[src/rtl/strict_version_triple_parser_macros.svh]
`ifndef STRICT_VERSION_TRIPLE_PARSER_MACROS_SVH
`define STRICT_VERSION_TRIPLE_PARSER_MACROS_SVH

// same-cycle implication, sampled on clk, off while arst_n is low
`define SVTP_ASSERT_NOW(lbl, ante, cons) \
	lbl: assert property (@(posedge clk) disable iff (!arst_n) (ante) |-> (cons)) \
		else $error("svtp assertion failed");

// next-cycle implication
`define SVTP_ASSERT_NEXT(lbl, ante, cons) \
	lbl: assert property (@(posedge clk) disable iff (!arst_n) (ante) |=> (cons)) \
		else $error("svtp assertion failed");

`endif

[src/rtl/svtp_pkg.sv]
`timescale 1ns / 1ps
`default_nettype none

package svtp_pkg;

	localparam int VALUE_BITS_DEF = 32;
	localparam int OUT_W = 32;

	localparam logic [7:0] CH_V = 8'h76;
	localparam logic [7:0] CH_DOT = 8'h2E;
	localparam logic [7:0] CH_ZERO = 8'h30;
	localparam logic [7:0] CH_NINE = 8'h39;

	localparam logic [1:0] FIRST_PART = 2'd0;
	localparam logic [1:0] LAST_PART = 2'd2;

	typedef struct packed {
		logic [7:0] char_byte;
		logic is_last;
	} in_word_t;

	typedef struct packed {
		logic valid_res;
		logic [OUT_W-1:0] major;
		logic [OUT_W-1:0] minor;
		logic [OUT_W-1:0] patch;
	} out_word_t;

endpackage

`default_nettype wire

[src/rtl/svtp_core.sv]
`timescale 1ns / 1ps
`default_nettype none
`include "strict_version_triple_parser_macros.svh"

module svtp_core #(
	parameter int VALUE_BITS = svtp_pkg::VALUE_BITS_DEF
) (
	input wire logic clk,
	input wire logic arst_n,
	input wire logic take,
	input wire svtp_pkg::in_word_t word,
	output svtp_pkg::out_word_t res
);
	import svtp_pkg::*;

	localparam int WB = VALUE_BITS + 4;

	logic at_start_q;
	logic [1:0] idx_q;
	logic [VALUE_BITS-1:0] major_q;
	logic [VALUE_BITS-1:0] minor_q;
	logic [VALUE_BITS-1:0] acc_q;
	logic nonempty_q;
	logic lzero_q;
	logic failed_q;

	logic [1:0] idx_n;
	logic [VALUE_BITS-1:0] major_n;
	logic [VALUE_BITS-1:0] minor_n;
	logic [VALUE_BITS-1:0] acc_n;
	logic nonempty_n;
	logic lzero_n;
	logic failed_n;

	logic is_digit;
	logic [3:0] dval;
	logic [WB-1:0] acc_ext;
	logic [WB-1:0] prod;
	logic ovf;
	logic ok;

	assign is_digit = (word.char_byte >= CH_ZERO) && (word.char_byte <= CH_NINE);
	assign dval = word.char_byte[3:0];
	assign acc_ext = {4'b0000, acc_q};
	assign prod = (acc_ext << 3) + (acc_ext << 1) + WB'(dval);
	assign ovf = |prod[WB-1:VALUE_BITS];

	always_comb begin
		idx_n = idx_q;
		major_n = major_q;
		minor_n = minor_q;
		acc_n = acc_q;
		nonempty_n = nonempty_q;
		lzero_n = lzero_q;
		failed_n = failed_q;
		if (!failed_q && !(at_start_q && word.char_byte == CH_V)) begin
			if (is_digit) begin
				if (lzero_q || ovf) begin
					failed_n = 1'b1;
				end else begin
					lzero_n = lzero_q | (!nonempty_q && dval == 4'd0);
					acc_n = prod[VALUE_BITS-1:0];
					nonempty_n = 1'b1;
				end
			end else if (word.char_byte == CH_DOT) begin
				if (!nonempty_q || idx_q >= LAST_PART) begin
					failed_n = 1'b1;
				end else begin
					if (idx_q == FIRST_PART) begin
						major_n = acc_q;
					end else begin
						minor_n = acc_q;
					end
					idx_n = idx_q + 2'd1;
					acc_n = '0;
					nonempty_n = 1'b0;
					lzero_n = 1'b0;
				end
			end else begin
				failed_n = 1'b1;
			end
		end
	end

	assign ok = !failed_n && idx_n == LAST_PART && nonempty_n;

	always_comb begin
		res.valid_res = ok;
		res.major = ok ? OUT_W'(major_n) : '0;
		res.minor = ok ? OUT_W'(minor_n) : '0;
		res.patch = ok ? OUT_W'(acc_n) : '0;
	end

	always_ff @(posedge clk or negedge arst_n) begin
		if (!arst_n) begin
			at_start_q <= 1'b1;
			idx_q <= FIRST_PART;
			major_q <= '0;
			minor_q <= '0;
			acc_q <= '0;
			nonempty_q <= 1'b0;
			lzero_q <= 1'b0;
			failed_q <= 1'b0;
		end else if (take) begin
			if (word.is_last) begin
				at_start_q <= 1'b1;
				idx_q <= FIRST_PART;
				major_q <= '0;
				minor_q <= '0;
				acc_q <= '0;
				nonempty_q <= 1'b0;
				lzero_q <= 1'b0;
				failed_q <= 1'b0;
			end else begin
				at_start_q <= 1'b0;
				idx_q <= idx_n;
				major_q <= major_n;
				minor_q <= minor_n;
				acc_q <= acc_n;
				nonempty_q <= nonempty_n;
				lzero_q <= lzero_n;
				failed_q <= failed_n;
			end
		end
	end

	`SVTP_ASSERT_NOW(a_idx_range, 1'b1, idx_q != 2'd3)
	`SVTP_ASSERT_NOW(a_lzero_nonempty, lzero_q, nonempty_q)
	`SVTP_ASSERT_NEXT(a_last_clears, take && word.is_last, at_start_q && !failed_q)

endmodule

`default_nettype wire

[src/rtl/strict_version_triple_parser.sv]
// Strict version triple parser.
// Channel char: one character per word (char_word.char_byte), with
// char_word.is_last set on the final character of a version string.
// Channel res: one word per string, sent for its final character:
// valid_res and the major, minor and patch numbers (zero when invalid).
// A single leading 'v' is skipped; three dot-separated decimal parts with
// no leading zeros, each fitting in VALUE_BITS bits, are required.
// Both channels use valid and stall; a word moves when valid is high and
// stall is low.
// Throughput: one character per cycle while char_stall is low. The final
// character passes the input register, then the digit step and the result
// register, before its result appears.
// Reset clears the parse state and empties both registers.
// When res stalls, the held result stays put; non-final characters keep
// flowing, and the next final character waits in the input register and
// raises char_stall until the held result is taken.
`timescale 1ns / 1ps
`default_nettype none
`include "strict_version_triple_parser_macros.svh"

module strict_version_triple_parser #(
	parameter int VALUE_BITS = svtp_pkg::VALUE_BITS_DEF
) (
	input wire logic clk,
	input wire logic arst_n,
	input wire logic char_valid,
	output logic char_stall,
	input wire svtp_pkg::in_word_t char_word,
	output logic res_valid,
	input wire logic res_stall,
	output svtp_pkg::out_word_t res_word
);
	import svtp_pkg::*;

	logic vld_s1;
	in_word_t word_s1;
	logic advance;
	out_word_t step_res;

	assign advance = vld_s1 && (!word_s1.is_last || !res_valid || !res_stall);
	assign char_stall = vld_s1 && !advance;

	always_ff @(posedge clk or negedge arst_n) begin
		if (!arst_n) begin
			vld_s1 <= 1'b0;
		end else if (!char_stall) begin
			vld_s1 <= char_valid;
		end
	end

	always_ff @(posedge clk) begin
		if (char_valid && !char_stall) begin
			word_s1 <= char_word;
		end
	end

	svtp_core #(
		.VALUE_BITS(VALUE_BITS)
	) u_core (
		.clk(clk),
		.arst_n(arst_n),
		.take(advance),
		.word(word_s1),
		.res(step_res)
	);

	always_ff @(posedge clk or negedge arst_n) begin
		if (!arst_n) begin
			res_valid <= 1'b0;
		end else if (advance && word_s1.is_last) begin
			res_valid <= 1'b1;
		end else if (!res_stall) begin
			res_valid <= 1'b0;
		end
	end

	always_ff @(posedge clk) begin
		if (advance && word_s1.is_last) begin
			res_word <= step_res;
		end
	end

	`SVTP_ASSERT_NOW(a_stall_cause, char_stall,
		vld_s1 && word_s1.is_last && res_valid && res_stall)
	`SVTP_ASSERT_NEXT(a_last_loads, advance && word_s1.is_last, res_valid)
	`SVTP_ASSERT_NOW(a_invalid_zero, res_valid && !res_word.valid_res,
		res_word.major == '0 && res_word.minor == '0 && res_word.patch == '0)

endmodule

`default_nettype wire
[config.mk]
export PLATFORM = sky130hd
export DESIGN_NAME = strict_version_triple_parser
export DESIGN_NICKNAME = d
export VERILOG_FILES = /design/src/rtl/svtp_pkg.sv /design/src/rtl/svtp_core.sv /design/src/rtl/strict_version_triple_parser.sv
export VERILOG_INCLUDE_DIRS = /design/src /design/src/rtl
export SDC_FILE = /design/constraint.sdc
export NUM_CORES = 1
export LEC_CHECK = 0
export BUFFER_PORTS_ARGS = -buffer_cell sky130_fd_sc_hd__buf_2
export CORE_MARGIN = 3
export CORE_UTILIZATION = 40
export CTS_BUF_LIST = sky130_fd_sc_hd__clkbuf_4 sky130_fd_sc_hd__clkbuf_8
export DETAILED_ROUTE_END_ITERATION = 8
export PLACE_DENSITY = 0.59
export SYNTH_ARGS = -nofsm -noshare
export SYNTH_HDL_FRONTEND = slang
export SYNTH_HIERARCHICAL = 1
export SYNTH_SLANG_ARGS = --single-unit
[constraint.sdc]
create_clock -name clk -period 8 [get_ports clk]
set_input_delay 1.2 -clock clk [delete_from_list [all_inputs] [get_ports clk]]
set_output_delay 1.2 -clock clk [all_outputs]
set_load 0.05 [all_outputs]
==> out/results.txt <==
Start point of the worst hold path: u_core/major_q[31]. The setup TNS was 0 ns; the multi-input gate area in the final layout was 5000 µm². The hold violation count in the final report is 0. Adder-cell area share of the yosys netlist: 0.0758.

The logs give 0.0302 ns for the worst clock skew and 0.00178 W for the design internal power. The logs give 8350 for the total via count in the routed design and 0 for the antenna cell count. Timing analysis after detailed placement gives a worst setup slack of 3.03 ns. Number of clock sinks: 210. TritonCTS built the clock tree. The share of the cycle needed by the critical path after routing works out to 0.628. The root buffer cell chosen for the clock tree is sky130_fd_sc_hd__clkbuf_8. For this design the static power due to leakage is 5.10 nW. The relative contribution of sequential cells to total power is 0.488, and the per-cell via count in the routed design is 5.60. For the worst-case vdd ir drop, the log shows 0.123 mV. The number of cells on the worst hold path was 1. The xor/xnor share of the synthesized area came out at 0.0202. The post-placement cell count was 1420; the synthesis-stage register bit count was 210. Compared with the post-synthesis result, the final layout area differs by 14.6%. For the post-CTS repair timing setup buffer count, the log shows 0. The average instance in the mapped netlist occupies 11.3 µm².

The effective utilization at floorplan was 0.412. Count of maximum capacitance violations: 0. In the routed design, unresolved DRC markers number 0. The synthesized design contains 106 enable-type register cells.

For this design the total switching power over the nets is 0.000658 W. For the pin with the worst max-slew slack, the measured transition is 1.09 ns. The tightest min-delay check is of the reg -> reg type. The number of cells in the finished layout apart from fillers was 1490; the vertical extent of the die was 174 µm.

The predominant post-synthesis flop cell was sky130_fd_sc_hd__edfxtp_1. The number of nets in the synthesized netlist is 1072. After clock tree synthesis, the repair step resized 0 gates. The share of the synthesized area in compound gates (AO/OA/AOI/OAI) came out at 0.171. Summed over all instances, the cell type with the most area after synthesis is sky130_fd_sc_hd__edfxtp_1. Measured in cells, the most critical reg-to-reg path has a length of 14.

The shortest period the worst path allows is 5.03 ns. For the first-pass iteration count of the detailed router, the log shows 5. Pin placement for this block handled 112 I/O pins. The synthesized netlist contains 74 unique library cells. The count of buffers added on input and output ports is 111.

The largest family of logic cells by synthesized area was compound AO/OA/AOI/OAI gates. Summed over all layers, the global routing overflow is 0. The die is 174 µm wide.

For the worst-skew pair, the clock arrives at the later sink with an insertion delay of 0.53 ns. The tools report the endpoint of the worst hold path as u_core/major_q[31]. Clock network fraction of total power: 0.411. In the post-synthesis netlist, the biggest area contributors are sky130_fd_sc_hd__edfxtp_1, sky130_fd_sc_hd__dfrtp_1, sky130_fd_sc_hd__ha_1. The sequential element share of the synthesized area came out at 0.514. For the number of global-route vias before repair, the log shows 8563. The setup path with the least slack is of type reg -> reg. The total wire length was 28700 µm. The logs give 0.899 for the global placer's final weighted congestion and 0 for the number of antenna violations at the first check in global routing. Kind of capture point of the worst setup path: a register.

STA classifies the critical path startpoint as a register. The global-route wire length before repair is 47500 µm. The average routed wire per standard cell was 19.2 µm; the maximum clock path buffer count was 3. The half-perimeter wire length of the detailed placement result was 19200 µm; the fraction of layout instances using a drive strength above 1 was 0.204.

The number of instances in the synthesized netlist came out at 992. The number of warnings issued by yosys is 6, and the achievable clock frequency is 199 MHz. The logs give 0.192 for the aggregate global-route resource usage and 0.273 for the normalized max-slew margin. The floorplan has 60 rows.

The run gives 38 as the number of buffers added by the clock tree synthesis step. The H-tree was split into 2 levels. The run gives 0 as the number of max-slew violations in the final report. The area of the die is 30200 µm². Across all setup checks in the final design, the least slack found is 2.97 ns.

The number of buffers inserted for hold repair after clock tree synthesis was 0. The tools report the reg-to-reg endpoint as u_core/acc_q[30]. The run gives 27300 µm² as the core box area. The number of inserted filler cells in the final layout was 2573; the combinational share of power was 0.100. The startpoint of the worst register-to-register path was u_core/acc_q[0]. Setup violations remaining at the end of the flow were counted as 0. The logs give 1168 for the final net count and 8.42 ns for the data required time of the worst path. STA puts the critical path data arrival time at 5.45 ns. The first routing iteration left 662 violations. The proportion of netlist area held by the largest area contributor was 0.283; the maximum number of pins on one net before global-route repair was 68. The share of flip-flops with an asynchronous set or reset works out to 0.495.

For this design the ratio of total power to cell area is 189 nW/µm². Clock-pin slew was measured on the worst setup and hold paths at 0.06 ns. Fraction of power spent switching nets: 0.270. Along the worst path, the maximum fanout reaches 25. The count of nets left with antenna violations once routing finished came out at 0. The setup check on the worst reg-to-reg path leaves a slack of 2.97 ns.

The simple-gate share of the synthesized area came out at 0.113. Multiplexer fraction of the synthesized cell area: 0.0572. For the flip-flop and latch area, the log shows 5790 µm².

Setup repair after global routing left no endpoint under its margin. Summing every instance area after synthesis gives 11300 µm². The flow ran to the end, and the final reports show no timing, DRC or antenna violations.
[cells in the mapped netlist, types with 6 or more instances]
| cell type | number |
|---|---|
| sky130_fd_sc_hd__edfxtp_1 | 106 |
| sky130_fd_sc_hd__dfrtp_1 | 103 |
| sky130_fd_sc_hd__nor3_1 | 82 |
| sky130_fd_sc_hd__ha_1 | 65 |
| sky130_fd_sc_hd__a22o_1 | 63 |
| sky130_fd_sc_hd__mux2i_1 | 63 |
| sky130_fd_sc_hd__inv_1 | 51 |
| sky130_fd_sc_hd__nand2_1 | 45 |
| sky130_fd_sc_hd__o21ai_0 | 44 |
| sky130_fd_sc_hd__a21oi_1 | 40 |
| sky130_fd_sc_hd__clkbuf_1 | 32 |
| sky130_fd_sc_hd__nand3_1 | 29 |
| sky130_fd_sc_hd__nor2_1 | 24 |
| sky130_fd_sc_hd__buf_2 | 22 |
| sky130_fd_sc_hd__a32oi_1 | 21 |
| sky130_fd_sc_hd__xnor2_1 | 16 |
| sky130_fd_sc_hd__a211oi_1 | 15 |
| sky130_fd_sc_hd__o22ai_1 | 12 |
| sky130_fd_sc_hd__a21o_1 | 10 |
| sky130_fd_sc_hd__nand4_1 | 10 |
| sky130_fd_sc_hd__nor3_2 | 10 |
| sky130_fd_sc_hd__xor2_1 | 10 |
| sky130_fd_sc_hd__a31oi_1 | 9 |
| sky130_fd_sc_hd__o2bb2ai_1 | 9 |
| sky130_fd_sc_hd__buf_4 | 7 |
| sky130_fd_sc_hd__nand2b_1 | 6 |
| sky130_fd_sc_hd__nor2b_1 | 6 |
[layout make-up]
cell class / count / share of cell area
inverter: 51 / 0.0148
timing repair buffer: 127 / 0.0535
clock buffer: 50 / 0.0494
multi-input combinational: 660 / 0.388
tap: 372 / 0.0361
clock inverter: 20 / 0.00999
sequential: 210 / 0.448
[cell families (layout without fill, tap and decap cells)]
| group | count (synthesis) | in the layout |
|---|---|---|
| xor gates and xnor gates | 26 | 26 |
| DFF | 210 | 210 |
| and+or+nand+nor | 243 | 243 |
| buffers and inverters | 122 | 248 |
| adders and majority gates | 67 | 67 |
| muxes | 64 | 64 |
| AOI/OAI and AO/OA | 260 | 260 |
[stage by stage]
step / hold slack, ns / util / instance area, µm² / total power, W
2_1_floorplan: 0.449 / - / 11300 / 0.00139
3_3_place_gp: 0.467 / 0.444 / 12100 / 0.00146
3_5_place_dp: 0.474 / 0.444 / 12100 / 0.00146
4_1_cts: 0.487 / 0.472 / 12900 / 0.00248
5_1_grt: 0.502 / 0.472 / 12900 / 0.00256
6_report: 0.483 / 0.472 / 12900 / 0.00244
[cell usage in the layout, fill, tap and decap left out, drive strengths merged, types with 3 or more instances in the layout]
cell type / n
a211o: 4
a211oi: 15
a21o: 10
a21oi: 41
a22o: 63
a31oi: 10
a32oi: 21
and2: 7
and3: 4
buf: 127
clkbuf: 50
clkinv: 15
clkinvlp: 3
dfrtp: 103
edfxtp: 106
ha: 65
inv: 52
mux2i: 64
nand2: 45
nand2b: 6
nand3: 29
nand4: 11
nor2: 25
nor2b: 6
nor3: 92
nor4: 5
o211ai: 3
o21a: 3
o21ai: 45
o221ai: 4
o22ai: 12
o2bb2ai: 9
or3: 3
xnor2: 16
xor2: 10
[power by group through the flow]
stage	logic (W)	clock network [W]	registers, W
floorplan	0.0000780	0	0.00131
global placement	0.000246	0	0.00121
detailed placement	0.000245	0	0.00121
CTS	0.000247	0.00104	0.00119
global route	0.000263	0.00110	0.00120
finish	0.000245	0.00100	0.00119
[state kept, by name (all words and copies together) (netlist names)]
register / count
u_core/lzero_q: 1
res_valid: 1
u_core/nonempty_q: 1
res_word: 97
word_s1: 9
u_core/at_start_q: 1
u_core/acc_q: 32
vld_s1: 1
u_core/failed_q: 1
u_core/minor_q: 32
u_core/idx_q: 2
u_core/major_q: 32
[worst max-delay path by stage]
stage / from / cells after the start / slack [ns] / endpoint
floorplan: res_stall / 1 / 1.63 / res_word[0]
global placement: u_core/acc_q[0] / 14 / 3.14 / u_core/acc_q[16]
detailed placement: u_core/acc_q[0] / 14 / 3.03 / u_core/acc_q[30]
CTS: u_core/acc_q[0] / 14 / 2.98 / u_core/acc_q[30]
global route: u_core/acc_q[0] / 14 / 2.62 / u_core/acc_q[28]
finish: u_core/acc_q[0] / 14 / 2.97 / u_core/acc_q[30]
[routing by layer]
layer / global-route usage / vias to the layer above / part of all wire / wire (µm)
met5: 0 / - / 0 / 0
met2: 0.283 / 254 / 0.43 / 12400
met4: 0.0550 / 0 / 0.016 / 457
met3: 0.0311 / 34 / 0.056 / 1590
met1: 0.290 / 4083 / 0.49 / 14200
li1: - / 3979 / - / -
[critical path, cell delays in order, from the launching register on]
cell and delay, ns:
sky130_fd_sc_hd__dfrtp_1 0.46, sky130_fd_sc_hd__inv_1 0.11, sky130_fd_sc_hd__fa_1 0.58, sky130_fd_sc_hd__inv_1 0.06, sky130_fd_sc_hd__ha_1 0.30, sky130_fd_sc_hd__a211o_1 0.32
sky130_fd_sc_hd__a211o_1 0.32, sky130_fd_sc_hd__and2_1 0.20, sky130_fd_sc_hd__a31oi_4 0.24, sky130_fd_sc_hd__o311ai_1 0.15, sky130_fd_sc_hd__mux2i_2 0.35, sky130_fd_sc_hd__and4bb_2 0.68
sky130_fd_sc_hd__buf_4 0.38, sky130_fd_sc_hd__and2_0 0.59, sky130_fd_sc_hd__o2bb2ai_1 0.18
No activity file was read; power rests on OpenSTA's default activity.
